File: src/sv/lmsf_pkg.sv
// Shared types, constants and control word layout for the LMS adaptive FIR filter.
package lmsf_pkg;

    localparam int TAPS_DEF   = 32;

    localparam int SAMPLE_W   = 16;   // Q4.11 samples
    localparam int WEIGHT_W   = 32;   // Q8.23 weights
    localparam int STEP_W     = 16;   // Q0.16 step size
    localparam int LIMIT_W    = 15;   // Q4.11 magnitude bound
    localparam int CFG_IDX_W  = 1;
    localparam int CFG_DATA_W = 16;
    localparam int S_TDATA_W  = 2 * SAMPLE_W;
    localparam int M_TDATA_W  = SAMPLE_W;

    localparam int ERR_W      = SAMPLE_W + 1;          // error before scaling
    localparam int SE_W       = 2 * ERR_W;             // step * error
    localparam int PROD_W     = SE_W + SAMPLE_W;       // shared multiplier output
    localparam int ACC_SHIFT  = 23;                    // Q.34 -> Q4.11
    localparam int UPD_SHIFT  = 15;                    // Q.38 -> Q8.23
    localparam int SUM_W      = PROD_W + 1;
    localparam int SHR_W      = SUM_W - UPD_SHIFT;

    localparam logic [STEP_W-1:0]    STEP_RESET  = 16'd655;
    localparam logic [LIMIT_W-1:0]   LIMIT_RESET = 15'd20480;
    localparam logic [UPD_SHIFT-1:0] UPD_HALF    = 15'h4000;
    localparam logic [WEIGHT_W-1:0]  W_MAX       = 32'h7FFF_FFFF;
    localparam logic [WEIGHT_W-1:0]  W_MIN       = 32'h8000_0000;

    typedef enum logic [CFG_IDX_W-1:0] {
        REG_STEP_SIZE = 1'b0,
        REG_DIV_LIMIT = 1'b1
    } cfg_reg_t;

    typedef enum logic [2:0] {
        ST_IDLE      = 3'd0,
        ST_MAC       = 3'd1,
        ST_MAC_DRAIN = 3'd2,
        ST_CHECK     = 3'd3,
        ST_SCALE     = 3'd4,
        ST_UPD       = 3'd5,
        ST_UPD_DRAIN = 3'd6,
        ST_EMIT      = 3'd7
    } step_t;

    typedef enum logic [2:0] {
        COND_NEXT,
        COND_HOLD_IN,
        COND_LOOP,
        COND_HOLD_PIPE,
        COND_BR_DIV,
        COND_HOLD_OUT
    } cond_t;

    typedef enum logic [2:0] {
        ACT_NONE,
        ACT_LOAD,
        ACT_ISSUE,
        ACT_CHECK,
        ACT_SCALE,
        ACT_EMIT
    } act_t;

    typedef struct packed {
        act_t  act;
        logic  pass;     // 0: filter pass, 1: weight update pass
        cond_t cond;
        step_t target;
    } ctrl_t;

    typedef struct packed {
        logic in_fire;
        logic idx_last;
        logic pipe_busy;
        logic diverge;
        logic out_free;
    } stat_t;

endpackage

File: src/sv/lms_adaptive_fir_filter.sv
// LMS adaptive FIR filter top level: datapath, tap and weight stores, ports.
//
// Each input transfer carries one reference sample and one error-sensor sample
// (Q4.11). The reference enters a TAPS-deep delay line, the output is the dot
// product of that line with the Q8.23 weights, rounded to Q4.11. An output
// beyond +-divergence_limit gives 0 with the diverged flag set and clears every
// weight; otherwise each weight moves by step_size * error * tap. One shared
// 34x16 multiplier makes two passes over the taps (only the filter pass when
// the output diverges), and a result waiting for m_tready holds back the next
// acceptance. One item is in flight at a time; a finished result sits in the
// output register while the next item is taken. No clearing pass after reset:
// tap and weight entries carry valid bits, so the block is ready on the first cycle.
// Configuration may be written only while the block is idle.
module lms_adaptive_fir_filter #(
    parameter int TAPS = lmsf_pkg::TAPS_DEF
) (
    input  logic                             aclk,
    input  logic                             aresetn,
    // configuration
    input  logic                             cfg_we,
    input  logic [lmsf_pkg::CFG_IDX_W-1:0]   cfg_index,
    input  logic [lmsf_pkg::CFG_DATA_W-1:0]  cfg_wdata,
    // input stream
    input  logic                             s_tvalid,
    output logic                             s_tready,
    input  logic [lmsf_pkg::S_TDATA_W-1:0]   s_tdata,   // [15:0] reference_sample, [31:16] error_sample
    // result stream
    output logic                             m_tvalid,
    input  logic                             m_tready,
    output logic [lmsf_pkg::M_TDATA_W-1:0]   m_tdata,   // [15:0] filter_output
    output logic                             m_tuser    // [0] diverged
);

    localparam int IdxW  = $clog2(TAPS);
    localparam int AccW  = lmsf_pkg::PROD_W + IdxW;    // room for TAPS products
    localparam int CmpW  = AccW + 1;
    localparam int BndW  = lmsf_pkg::LIMIT_W + lmsf_pkg::ACC_SHIFT;
    localparam int SW    = lmsf_pkg::SAMPLE_W;
    localparam int WW    = lmsf_pkg::WEIGHT_W;
    localparam int PrW   = lmsf_pkg::PROD_W;
    localparam int SeW   = lmsf_pkg::SE_W;
    localparam logic [IdxW-1:0] IdxLast = IdxW'(TAPS - 1);

    lmsf_pkg::ctrl_t ctrl;
    lmsf_pkg::stat_t stat;

    lmsf_seq u_seq (
        .aclk    (aclk),
        .aresetn (aresetn),
        .stat_i  (stat),
        .ctrl_o  (ctrl)
    );

    // ---------------- configuration registers ----------------
    logic [lmsf_pkg::STEP_W-1:0]  step_reg;
    logic [lmsf_pkg::LIMIT_W-1:0] limit_reg;

    always_ff @(posedge aclk) begin
        if (!aresetn) begin
            step_reg  <= lmsf_pkg::STEP_RESET;
            limit_reg <= lmsf_pkg::LIMIT_RESET;
        end else if (cfg_we) begin
            case (lmsf_pkg::cfg_reg_t'(cfg_index))
                lmsf_pkg::REG_STEP_SIZE: step_reg  <= cfg_wdata[lmsf_pkg::STEP_W-1:0];
                lmsf_pkg::REG_DIV_LIMIT: limit_reg <= cfg_wdata[lmsf_pkg::LIMIT_W-1:0];
                default: ;
            endcase
        end
    end

    // ---------------- control decode ----------------
    logic in_fire, issue, out_free, load, check, scale, emit;

    assign s_tready = (ctrl.act == lmsf_pkg::ACT_LOAD);
    assign in_fire  = s_tvalid && s_tready;
    assign load     = in_fire;
    assign issue    = (ctrl.act == lmsf_pkg::ACT_ISSUE);
    assign check    = (ctrl.act == lmsf_pkg::ACT_CHECK);
    assign scale    = (ctrl.act == lmsf_pkg::ACT_SCALE);
    assign out_free = !m_tvalid || m_tready;
    assign emit     = (ctrl.act == lmsf_pkg::ACT_EMIT) && out_free;

    // ---------------- address generation ----------------
    // tap line is a circular buffer; head points at the newest sample,
    // tap i lives at head - i (mod TAPS)
    logic [IdxW-1:0] head_reg, head_next;
    logic [IdxW-1:0] tap_ptr_reg, tap_ptr_dec;
    logic [IdxW-1:0] idx_reg;
    logic            idx_last;

    assign head_next   = (head_reg == IdxLast) ? '0 : head_reg + IdxW'(1);
    assign tap_ptr_dec = (tap_ptr_reg == '0) ? IdxLast : tap_ptr_reg - IdxW'(1);
    assign idx_last    = (idx_reg == IdxLast);

    always_ff @(posedge aclk) begin
        if (!aresetn) begin
            head_reg <= '0;
        end else if (load) begin
            head_reg <= head_next;
        end
    end

    always_ff @(posedge aclk) begin
        if (load) begin
            tap_ptr_reg <= head_next;
            idx_reg     <= '0;
        end else if (scale) begin
            tap_ptr_reg <= head_reg;
            idx_reg     <= '0;
        end else if (issue) begin
            tap_ptr_reg <= tap_ptr_dec;
            if (!idx_last) begin
                idx_reg <= idx_reg + IdxW'(1);
            end
        end
    end

    // ---------------- stores ----------------
    logic signed [SW-1:0] tap_mem [TAPS];
    logic signed [WW-1:0] w_mem   [TAPS];
    logic [TAPS-1:0]      tap_vld_reg;
    logic [TAPS-1:0]      w_vld_reg;
    logic signed [SW-1:0] tap_rd_reg;
    logic signed [WW-1:0] w_rd_reg;
    logic                 tap_rv_reg, w_rv_reg;

    logic                 div;
    logic                 w_wr;
    logic signed [WW-1:0] w_new;
    logic [IdxW-1:0]      p2_idx_reg;

    always_ff @(posedge aclk) begin
        if (load) begin
            tap_mem[head_next] <= s_tdata[SW-1:0];
        end
        tap_rd_reg <= tap_mem[tap_ptr_reg];
        tap_rv_reg <= tap_vld_reg[tap_ptr_reg];
    end

    always_ff @(posedge aclk) begin
        if (w_wr) begin
            w_mem[p2_idx_reg] <= w_new;
        end
        w_rd_reg <= w_mem[idx_reg];
        w_rv_reg <= w_vld_reg[idx_reg];
    end

    always_ff @(posedge aclk) begin
        if (!aresetn) begin
            tap_vld_reg <= '0;
        end else if (load) begin
            tap_vld_reg[head_next] <= 1'b1;
        end
    end

    // divergence drops every weight back to zero at once
    always_ff @(posedge aclk) begin
        if (!aresetn) begin
            w_vld_reg <= '0;
        end else if (check && div) begin
            w_vld_reg <= '0;
        end else if (w_wr) begin
            w_vld_reg[p2_idx_reg] <= 1'b1;
        end
    end

    // ---------------- shared MAC pipeline ----------------
    // stage 1: registered store reads; stage 2: product; stage 3: accumulate
    // or weight write-back
    logic                 p1_vld_reg, p2_vld_reg;
    logic                 p1_pass_reg, p2_pass_reg;
    logic [IdxW-1:0]      p1_idx_reg;
    logic signed [SW-1:0] tap1;
    logic signed [WW-1:0] w1;
    logic signed [WW-1:0] w2_reg;
    logic signed [lmsf_pkg::SE_W-1:0]   se_reg;
    logic signed [lmsf_pkg::SE_W-1:0]   mul_a;
    logic signed [lmsf_pkg::PROD_W-1:0] prod_next, prod_reg;

    assign tap1      = tap_rv_reg ? tap_rd_reg : '0;
    assign w1        = w_rv_reg ? w_rd_reg : '0;
    assign mul_a     = p1_pass_reg ? se_reg
                                   : {{(lmsf_pkg::SE_W - WW){w1[WW-1]}}, w1};
    assign prod_next = PrW'(mul_a) * PrW'(tap1);

    always_ff @(posedge aclk) begin
        if (!aresetn) begin
            p1_vld_reg <= 1'b0;
            p2_vld_reg <= 1'b0;
        end else begin
            p1_vld_reg <= issue;
            p2_vld_reg <= p1_vld_reg;
        end
    end

    always_ff @(posedge aclk) begin
        p1_pass_reg <= ctrl.pass;
        p1_idx_reg  <= idx_reg;
        p2_pass_reg <= p1_pass_reg;
        p2_idx_reg  <= p1_idx_reg;
        w2_reg      <= w1;
        prod_reg    <= prod_next;
    end

    // ---------------- accumulator ----------------
    logic signed [AccW-1:0] acc_reg;

    always_ff @(posedge aclk) begin
        if (load) begin
            acc_reg <= '0;
        end else if (p2_vld_reg && !p2_pass_reg) begin
            acc_reg <= acc_reg
                     + {{(AccW - lmsf_pkg::PROD_W){prod_reg[lmsf_pkg::PROD_W-1]}}, prod_reg};
        end
    end

    // ---------------- divergence test and output rounding ----------------
    logic signed [CmpW-1:0] acc_x, bnd_x, nbnd_x;
    logic signed [AccW-1:0] acc_rnd;
    logic signed [SW-1:0]   y_rnd;
    logic signed [SW-1:0]   y_reg;
    logic                   div_reg;
    logic signed [SW-1:0]   err_in_reg;

    assign acc_x   = {acc_reg[AccW-1], acc_reg};
    assign bnd_x   = {{(CmpW - BndW){1'b0}}, limit_reg, {lmsf_pkg::ACC_SHIFT{1'b0}}};
    assign nbnd_x  = -bnd_x;
    assign div     = (acc_x > bnd_x) || (acc_x < nbnd_x);
    // round to nearest, ties up; in range whenever not diverged
    assign acc_rnd = acc_reg + {{(AccW - lmsf_pkg::ACC_SHIFT){1'b0}},
                                1'b1, {(lmsf_pkg::ACC_SHIFT - 1){1'b0}}};
    assign y_rnd   = acc_rnd[lmsf_pkg::ACC_SHIFT + SW - 1 : lmsf_pkg::ACC_SHIFT];

    always_ff @(posedge aclk) begin
        if (load) begin
            err_in_reg <= s_tdata[2*SW-1:SW];
        end
        if (check) begin
            y_reg   <= div ? '0 : y_rnd;
            div_reg <= div;
        end
    end

    // ---------------- step * error ----------------
    logic signed [lmsf_pkg::ERR_W-1:0] err;
    logic signed [lmsf_pkg::ERR_W-1:0] step_s;

    assign err    = {err_in_reg[SW-1], err_in_reg} - {y_reg[SW-1], y_reg};
    assign step_s = {1'b0, step_reg};

    always_ff @(posedge aclk) begin
        if (scale) begin
            se_reg <= SeW'(step_s) * SeW'(err);
        end
    end

    // ---------------- weight write-back ----------------
    // w*2^15 + 2^14 + p, then floor shift: rounds p to Q8.23 and adds in one go
    logic signed [lmsf_pkg::SUM_W-1:0] upd_sum;
    logic signed [lmsf_pkg::SHR_W-1:0] upd_shr;
    logic                              upd_ovf;

    assign upd_sum = {{(lmsf_pkg::SUM_W - WW - lmsf_pkg::UPD_SHIFT){w2_reg[WW-1]}},
                      w2_reg, lmsf_pkg::UPD_HALF}
                   + {prod_reg[lmsf_pkg::PROD_W-1], prod_reg};
    assign upd_shr = upd_sum[lmsf_pkg::SUM_W-1:lmsf_pkg::UPD_SHIFT];
    assign upd_ovf = (upd_shr[lmsf_pkg::SHR_W-1:WW-1] != '0)
                  && (upd_shr[lmsf_pkg::SHR_W-1:WW-1] != '1);
    assign w_new   = upd_ovf ? (upd_shr[lmsf_pkg::SHR_W-1] ? lmsf_pkg::W_MIN : lmsf_pkg::W_MAX)
                             : upd_shr[WW-1:0];
    assign w_wr    = p2_vld_reg && p2_pass_reg;

    // ---------------- output register ----------------
    logic                 m_tvalid_reg;
    logic signed [SW-1:0] m_data_reg;
    logic                 m_div_reg;

    always_ff @(posedge aclk) begin
        if (!aresetn) begin
            m_tvalid_reg <= 1'b0;
        end else if (emit) begin
            m_tvalid_reg <= 1'b1;
        end else if (m_tready) begin
            m_tvalid_reg <= 1'b0;
        end
    end

    always_ff @(posedge aclk) begin
        if (emit) begin
            m_data_reg <= y_reg;
            m_div_reg  <= div_reg;
        end
    end

    assign m_tvalid = m_tvalid_reg;
    assign m_tdata  = m_data_reg;
    assign m_tuser  = m_div_reg;

    // ---------------- status to sequencer ----------------
    assign stat.in_fire   = in_fire;
    assign stat.idx_last  = idx_last;
    assign stat.pipe_busy = p1_vld_reg || p2_vld_reg;
    assign stat.diverge   = div;
    assign stat.out_free  = out_free;

endmodule

File: src/sv/lmsf_seq.sv
// Microcode sequencer: step counter, control store and branch logic.
module lmsf_seq (
    input  logic                 aclk,
    input  logic                 aresetn,
    input  lmsf_pkg::stat_t      stat_i,
    output lmsf_pkg::ctrl_t      ctrl_o
);

    lmsf_pkg::step_t pc_reg;
    lmsf_pkg::step_t pc_next;
    lmsf_pkg::step_t pc_inc;

    // control store
    always_comb begin
        ctrl_o = '{act: lmsf_pkg::ACT_NONE, pass: 1'b0,
                   cond: lmsf_pkg::COND_NEXT, target: lmsf_pkg::ST_IDLE};
        case (pc_reg)
            lmsf_pkg::ST_IDLE: begin
                ctrl_o.act  = lmsf_pkg::ACT_LOAD;
                ctrl_o.cond = lmsf_pkg::COND_HOLD_IN;
            end
            lmsf_pkg::ST_MAC: begin
                ctrl_o.act    = lmsf_pkg::ACT_ISSUE;
                ctrl_o.cond   = lmsf_pkg::COND_LOOP;
                ctrl_o.target = lmsf_pkg::ST_MAC;
            end
            lmsf_pkg::ST_MAC_DRAIN: begin
                ctrl_o.cond = lmsf_pkg::COND_HOLD_PIPE;
            end
            lmsf_pkg::ST_CHECK: begin
                ctrl_o.act    = lmsf_pkg::ACT_CHECK;
                ctrl_o.cond   = lmsf_pkg::COND_BR_DIV;
                ctrl_o.target = lmsf_pkg::ST_EMIT;
            end
            lmsf_pkg::ST_SCALE: begin
                ctrl_o.act = lmsf_pkg::ACT_SCALE;
            end
            lmsf_pkg::ST_UPD: begin
                ctrl_o.act    = lmsf_pkg::ACT_ISSUE;
                ctrl_o.pass   = 1'b1;
                ctrl_o.cond   = lmsf_pkg::COND_LOOP;
                ctrl_o.target = lmsf_pkg::ST_UPD;
            end
            lmsf_pkg::ST_UPD_DRAIN: begin
                ctrl_o.cond = lmsf_pkg::COND_HOLD_PIPE;
            end
            lmsf_pkg::ST_EMIT: begin
                ctrl_o.act    = lmsf_pkg::ACT_EMIT;
                ctrl_o.cond   = lmsf_pkg::COND_HOLD_OUT;
                ctrl_o.target = lmsf_pkg::ST_IDLE;
            end
            default: begin
                ctrl_o.act = lmsf_pkg::ACT_NONE;
            end
        endcase
    end

    assign pc_inc = lmsf_pkg::step_t'(pc_reg + 3'd1);

    // branch unit
    always_comb begin
        pc_next = pc_reg;
        case (ctrl_o.cond)
            lmsf_pkg::COND_NEXT:      pc_next = pc_inc;
            lmsf_pkg::COND_HOLD_IN:   pc_next = stat_i.in_fire   ? pc_inc        : pc_reg;
            lmsf_pkg::COND_LOOP:      pc_next = stat_i.idx_last  ? pc_inc        : ctrl_o.target;
            lmsf_pkg::COND_HOLD_PIPE: pc_next = stat_i.pipe_busy ? pc_reg        : pc_inc;
            lmsf_pkg::COND_BR_DIV:    pc_next = stat_i.diverge   ? ctrl_o.target : pc_inc;
            lmsf_pkg::COND_HOLD_OUT:  pc_next = stat_i.out_free  ? ctrl_o.target : pc_reg;
            default:                  pc_next = lmsf_pkg::ST_IDLE;
        endcase
    end

    always_ff @(posedge aclk) begin
        if (!aresetn) begin
            pc_reg <= lmsf_pkg::ST_IDLE;
        end else begin
            pc_reg <= pc_next;
        end
    end

endmodule

File: config.mk
export PLATFORM = sky130hd
export DESIGN_NAME = lms_adaptive_fir_filter
export DESIGN_NICKNAME = d
export VERILOG_FILES = /design/src/sv/lmsf_pkg.sv /design/src/sv/lms_adaptive_fir_filter.sv /design/src/sv/lmsf_seq.sv
export SDC_FILE = /design/constraint.sdc
export NUM_CORES = 2
export LEC_CHECK = 0
export BUFFER_PORTS_ARGS = -buffer_cell sky130_fd_sc_hd__buf_2
export CAP_MARGIN = 10
export CORE_AREA = 2 2 411 413
export DETAILED_ROUTE_END_ITERATION = 8
export DIE_AREA = 0 0 413 415
export GPL_TIMING_DRIVEN = 0
export PLACE_DENSITY = 0.78
export SLEW_MARGIN = 10
export SYNTH_ARGS = -nofsm -noshare
export SYNTH_HDL_FRONTEND = slang
export SYNTH_SLANG_ARGS = --single-unit
File: constraint.sdc
create_clock -name aclk -period 9.8 [get_ports aclk]
set_input_delay 0 -clock aclk [delete_from_list [all_inputs] [get_ports aclk]]
set_output_delay 0 -clock aclk [all_outputs]
set_load 0.02 [all_outputs]
Word-level counts from Yosys, hierarchy flattened --
Memories as Yosys holds them, arrays and structs flattened. A register that Yosys moved wholly into a read port is not among the register bits. Index checks and enable logic that the tools add are counted.
Storage, ports and cells: register bits 351, RAM bits 1536, output and inout port bits 19, memories kept 2
Cells by class: add/sub/neg operators 9, multipliers 2, order comparisons 8, equal/unequal tests 23, multiplexer cells 34, bitwise logic cells 5, reductions and logical operators 27
Memories:
- w_mem | depth 32, width 32, read ports 1, clocked after memory_dff 1, write ports 1, RTL line lms_adaptive_fir_filter.sv:120 | logic signed [WW-1:0] w_mem [TAPS];
- tap_mem | depth 32, width 16, read ports 1, clocked after memory_dff 1, write ports 1, RTL line lms_adaptive_fir_filter.sv:119 | logic signed [SW-1:0] tap_mem [TAPS];
Operators by type and width (count):
- 32-bit two-way mux | 3
- 32-bit OR | 2
- 55-bit by 56-bit < comparator with 1-bit output | 1
- 38-bit negator with 56-bit output | 1
- 55-bit adder | 1
- 55-bit by 39-bit > comparator with 1-bit output | 1
- 47-bit by 50-bit adder with 51-bit output | 1
- 34-bit by 16-bit multiplier with 50-bit output | 1
- 39-bit by 23-bit adder with 39-bit output (second input constant) | 1
- 17-bit by 17-bit multiplier with 34-bit output | 1
- 34-bit two-way mux | 1
- 3-bit case mux with 5 select lines | 2
- 5-bit two-way mux | 5
- 3-bit == test (second input constant) | 8
- 5-bit by 6-bit < comparator with 1-bit output (second input constant) | 4
- 3-bit by 2-bit == test with 1-bit output (second input constant) | 6
- 3-bit case mux with 6 select lines | 1
- 16-bit by 16-bit subtractor with 17-bit output | 1
- 16-bit two-way mux | 1
- 3-bit two-way mux | 5
- 1-bit two-way mux | 11
- 5-bit by 1-bit adder with 5-bit output (second input constant) | 2
- 1-bit binary-select mux with 5-bit select | 2
- 1-bit demux with 5-bit select | 2
- other kinds (20) | 44

Logic depth before layout (Yosys ltp) --
depth after elaboration 7, gate-level depth with buffers 36

Cells and area by module --
Synthesis repeated with hierarchy kept, for this count alone.
Second synthesis, totals: cells, all modules 7615, area, all modules 105881.5 sq um
By module, submodules not included:
- lms_adaptive_fir_filter | instances 1, cells each 7557, area an instance 105423.6 sq um
- lmsf_seq | instances 1, cells each 58, area an instance 457.9 sq um

Worst setup path after synthesis --
Ideal clock, no wire load.
kind flip-flop to flip-flop, start register y_reg[0], end register se_reg[33] (netlist name), data pin, arrival time 8.231 ns, required time 9.541 ns, setup slack 1.310 ns, stages on the path, launching flop included 36, path through edfxtp_1 > ha_1 > fa_1 > nor2b_1 > o21ai_0 > a21boi_0 > o21ai_0 > a21boi_0 > o21ai_0 > a21oi_1 > nor2_1 > xnor2_1 > clkbuf_1 > nand2_1 > fa_1 > inv_1 > fa_1 > inv_1 > fa_1 > inv_1 > fa_1 > fa_1 > inv_1 > fa_1 > inv_1 > ha_1 > and3_1 > a31oi_1 > o21ai_0 > a21oi_1 > a21oi_1 > a221o_1 > a221o_1 > a211oi_1 > a21oi_1 > xnor2_1
On the way: longest elaborated chain between the ends 2
Ends and longest elaborated chain:
- start: declaration | RTL line lms_adaptive_fir_filter.sv:221 | logic signed [SW-1:0] y_reg;
- start signal: assignment | RTL line lms_adaptive_fir_filter.sv:239 | y_reg <= div ? '0 : y_rnd;
- 16-bit by 16-bit subtractor with 17-bit output | RTL line lms_adaptive_fir_filter.sv:248 | assign err = {err_in_reg[SW-1], err_in_reg} - {y_reg[SW-1], y_reg};
- 17-bit by 17-bit multiplier with 34-bit output | RTL line lms_adaptive_fir_filter.sv:253 | se_reg <= SeW'(step_s) * SeW'(err);
- end signal: assignment | RTL line lms_adaptive_fir_filter.sv:253
- end: declaration | RTL line lms_adaptive_fir_filter.sv:176 | logic signed [lmsf_pkg::SE_W-1:0] se_reg;
No other way between the ends. A chain may end at the register's enable or synchronous reset.

Worst setup path in the final report --
start register w_rv_reg, end register prod_reg[42] (netlist name)
On the way: longest elaborated chain between the ends 3
Ends and longest elaborated chain:
- start: declaration | RTL line lms_adaptive_fir_filter.sv:125 | logic tap_rv_reg, w_rv_reg;
- start signal: assignment | RTL line lms_adaptive_fir_filter.sv:145 | w_rv_reg <= w_vld_reg[idx_reg];
- 32-bit two-way mux | RTL line lms_adaptive_fir_filter.sv:181 | assign w1 = w_rv_reg ? w_rd_reg : '0;
- 34-bit two-way mux | RTL line lms_adaptive_fir_filter.sv:182 | assign mul_a = p1_pass_reg ? se_reg
- 34-bit by 16-bit multiplier with 50-bit output | RTL line lms_adaptive_fir_filter.sv:184 | assign prod_next = PrW'(mul_a) * PrW'(tap1);
- via prod_next (one bit) | RTL line lms_adaptive_fir_filter.sv:178 | logic signed [lmsf_pkg::PROD_W-1:0] prod_next, prod_reg;
- end signal: assignment | RTL line lms_adaptive_fir_filter.sv:202 | prod_reg <= prod_next;
- end: declaration | RTL line lms_adaptive_fir_filter.sv:178
The timed path passes the listed nets, and every way through them passes these cells.

==> results.toml <==
[final_layout]
stdcell_area_sq_um = 119100
nets = 9284
fin_cells = 10460
largest_reg_flops = 1024
drive_gt1_frac = 0.1441
syn2layout_area_growth_pct = 11.99

[timing]
min_period_ns = 9.823
max_freq_ghz = 0.1018
period_share = 1.002
fin_setup_tns_ns = -0.02336
setup_viol = 1
tightestPinTransition_ns = 1.385
finalClockSkew_ns = 0.05794
relSlewSlack = 0.07669
drv_slew = 0
setup_slack_ns = -0.02336
rsz0062_at_grt = "yes"
hold_viol_final = 0

[drt]
dr.pass1.iters = 9
drtIter0Drc = 10900
detail-route-antenna-nets = 0
num_vias = 70520
via_per_inst = 6.745
drc = 0
wl_mm = 336.1
wire_per_inst_um = 32.14

[synthesis]
avgSynthCellArea_sq_um = 13.89
synth.top_cells.by_count = "1625 x edfxtp_1, 925 x inv_1, 823 x nand2_1"
syn_area_sq_um = 106300
synth_top_area_frac = 0.4589
ys_types = 91
ys_ff_latch = 1935
netlist_instances = 7654
yosys-top-cells-area = "edfxtp_1 46%, fa_1 14%, mux4_2 11%, dfxtp_1 5.8%, ha_1 4.9%"
yosysMostFrequentCell = "edfxtp_1"
ys.warnings.count = 0
ys_seq_area_frac = 0.5173
yosys.area.top_type = "edfxtp_1"
syn-num-nets = 8847
ys.flop_type = "edfxtp_1"
synth_edf_count = 1625
synthArstFlopShare = 0

[worst_setup_path]
regToRegStartpoint = "w_rv_reg$_DFF_P_"
critPathTopFamily = "adder cells"
crit_path_start_kind = "flop"
crit_start = "w_rv_reg$_DFF_P_"
crit_path_end_kind = "flop"
critPathKind = "flop to flop"
crit_required_ns = 10.46
crit_top_cell = "fa_1"
cp_max_fo = 10
cp.arrival_ns = 10.49
slowest_delay_ns = 1.01
critical_path.slowest_cell = "o21ai_1"
path_buf_inv = 6

[grt]
grt_util_met3 = 0.1110
top_usage_layer = "met2"
grt_overflow = 0
grt_max_degree = 36
grt_pass1_vias = 71210
grt_use_met1 = 0.4987
track_usage = 0.3879
antenna_found_initial = 17
grt_pass1_wl_mm = 477.3
grt_use_met2 = 0.5948

[hold_path]
min_from = "cfg_wdata[2]"
worstHoldPathType = "primary input to flop"

[clocking]
root_buffer = "clkbuf_16"
cts_tree = "yes"
ctsLongestPathBuffers = 3
htreeDepth = 4
clkTransAtPathRegs_ns = 0.07
clock_sink_count = 1935
insertion_delay_ns = 0.85
cts_buffers = 181

[power]
powerDensity_nw_per_um2 = 388.1
irDropWorstVdd_mv = 2.120
power.total_w = 0.04622
p_leak_nw = 44.61

[job]
drv_cap = 0

[floorplanning]
rows = 150
ios = 73
dieWidth_um = 413
dieArea_sq_um = 171400
die-height_um = 415
core_sq_um = 166700
start_util = 0.6380

[place]
dp_cells = 10010
io_buffers = 72
hpwl_mm = 221.3
placedInstanceArea_sq_um = 111400
gp_congestion = 1.068

[status]
violations = "setup timing"
status = "finished, violations left"
-- cell type report --
| type | count | area (sq um) |
|---|---|---|
| antenna | 7 | 17.52 |
| buffer | 330 | 1330 |
| clock buffer | 229 | 4918 |
| clock inverter | 108 | 1282 |
| fill | 10390 | 47580 |
| inverter | 927 | 3480 |
| multi-input combinational | 4461 | 47230 |
| sequential | 1935 | 55000 |
| tap | 2204 | 2758 |
| timing repair buffer | 255 | 3062 |
-- per-layer routing --
layer  routed length (um)  part of all wire
met5                  271           0.00081
met1               112200              0.33
met4                25410             0.076
met3                44410              0.13
met2               153800              0.46
-- worst min-delay path, stage by stage --
cell	delay [ns]
dlygate4sd3_1	0.53
buf_2	0.16
nand2_1	0.06
a21boi_0	0.06
-- timing repair --
action                     4_1_cts  5_1_grt
resized for setup                8       31
pin swaps                        1        1
buffers inserted                 2        2
hold buffers                    91        0
hold endpoints to repair       587        0
setup endpoints to repair        4       15
-- power by group --
group | switching (W) | internal [W]
logic | 0.0166 | 0.0114
clock network | 0.00330 | 0.00417
registers | 0.000292 | 0.0105
total | 0.0202 | 0.0260
-- cell usage in the layout (no fill, tap or decap), types with 23 or more instances in the layout --
| master | netlist | final |
|---|---|---|
| nand4_1 | 33 | 33 |
| o21bai_1 | 24 | 24 |
| buf_8 | 0 | 37 |
| mux4_2 | 500 | 500 |
| o21ai_0 | 125 | 124 |
| dlygate4sd3_1 | 0 | 91 |
| and2_1 | 104 | 104 |
| clkinv_2 | 0 | 33 |
| o21ai_1 | 32 | 28 |
| clkbuf_16 | 0 | 186 |
| o21ai_4 | 0 | 25 |
| inv_1 | 925 | 924 |
| dfxtp_1 | 310 | 310 |
| buf_2 | 4 | 77 |
| mux2_2 | 52 | 52 |
| nor2_2 | 0 | 32 |
| fa_1 | 726 | 726 |
| nand2_1 | 823 | 823 |
| a21oi_1 | 209 | 206 |
| xnor2_1 | 124 | 117 |
| clkinv_1 | 1 | 23 |
| edfxtp_1 | 1625 | 1625 |
| o21a_1 | 117 | 117 |
| nor2_1 | 423 | 359 |
| nor3_1 | 56 | 56 |
| nand2b_1 | 30 | 30 |
| buf_1 | 61 | 52 |
| a21o_1 | 117 | 117 |
| a21boi_0 | 31 | 30 |
| clkbuf_1 | 259 | 275 |
| nor2b_1 | 67 | 66 |
| buf_16 | 0 | 28 |
| xor2_1 | 66 | 66 |
| and3_1 | 32 | 32 |
| nor2_4 | 0 | 32 |
| ha_1 | 413 | 413 |
| nand3_1 | 90 | 90 |
-- logic make-up after synthesis --
group | share of synthesized area
AO/OA/AOI/OAI | 0.05260
buffers and inverters | 0.04491
AND/OR/NAND/NOR | 0.07205
XOR/XNOR | 0.01580
multiplexers | 0.1121
flip-flops | 0.5173
adder cells (fa/ha/maj) | 0.1853
-- final timing paths --
check                                                 end  slack [ns]  cells after the start
worst min register to register      p2_idx_reg[4]$_DFF_P_        0.33                      0
worst min-delay path            limit_reg[2]$_SDFFE_PN0P_        0.05                      4
worst max-delay path                 prod_reg[42]$_DFF_P_       -0.02                     26
worst max register to register       prod_reg[42]$_DFF_P_       -0.02                     26
-- metrics by stage --
step / hold slack, ns / setup WS (ns) / util
2_1_floorplan: 0.09887 / 1.310 / -
3_3_place_gp: 0.1786 / -0.4635 / 0.6567
3_5_place_dp: 0.1789 / -0.6039 / 0.6686
4_1_cts: 0.01369 / 0.03676 / 0.7117
5_1_grt: 0.04660 / -0.1119 / 0.7144
6_report: 0.05143 / -0.02336 / 0.7145
(Power assumes the default switching activity.)
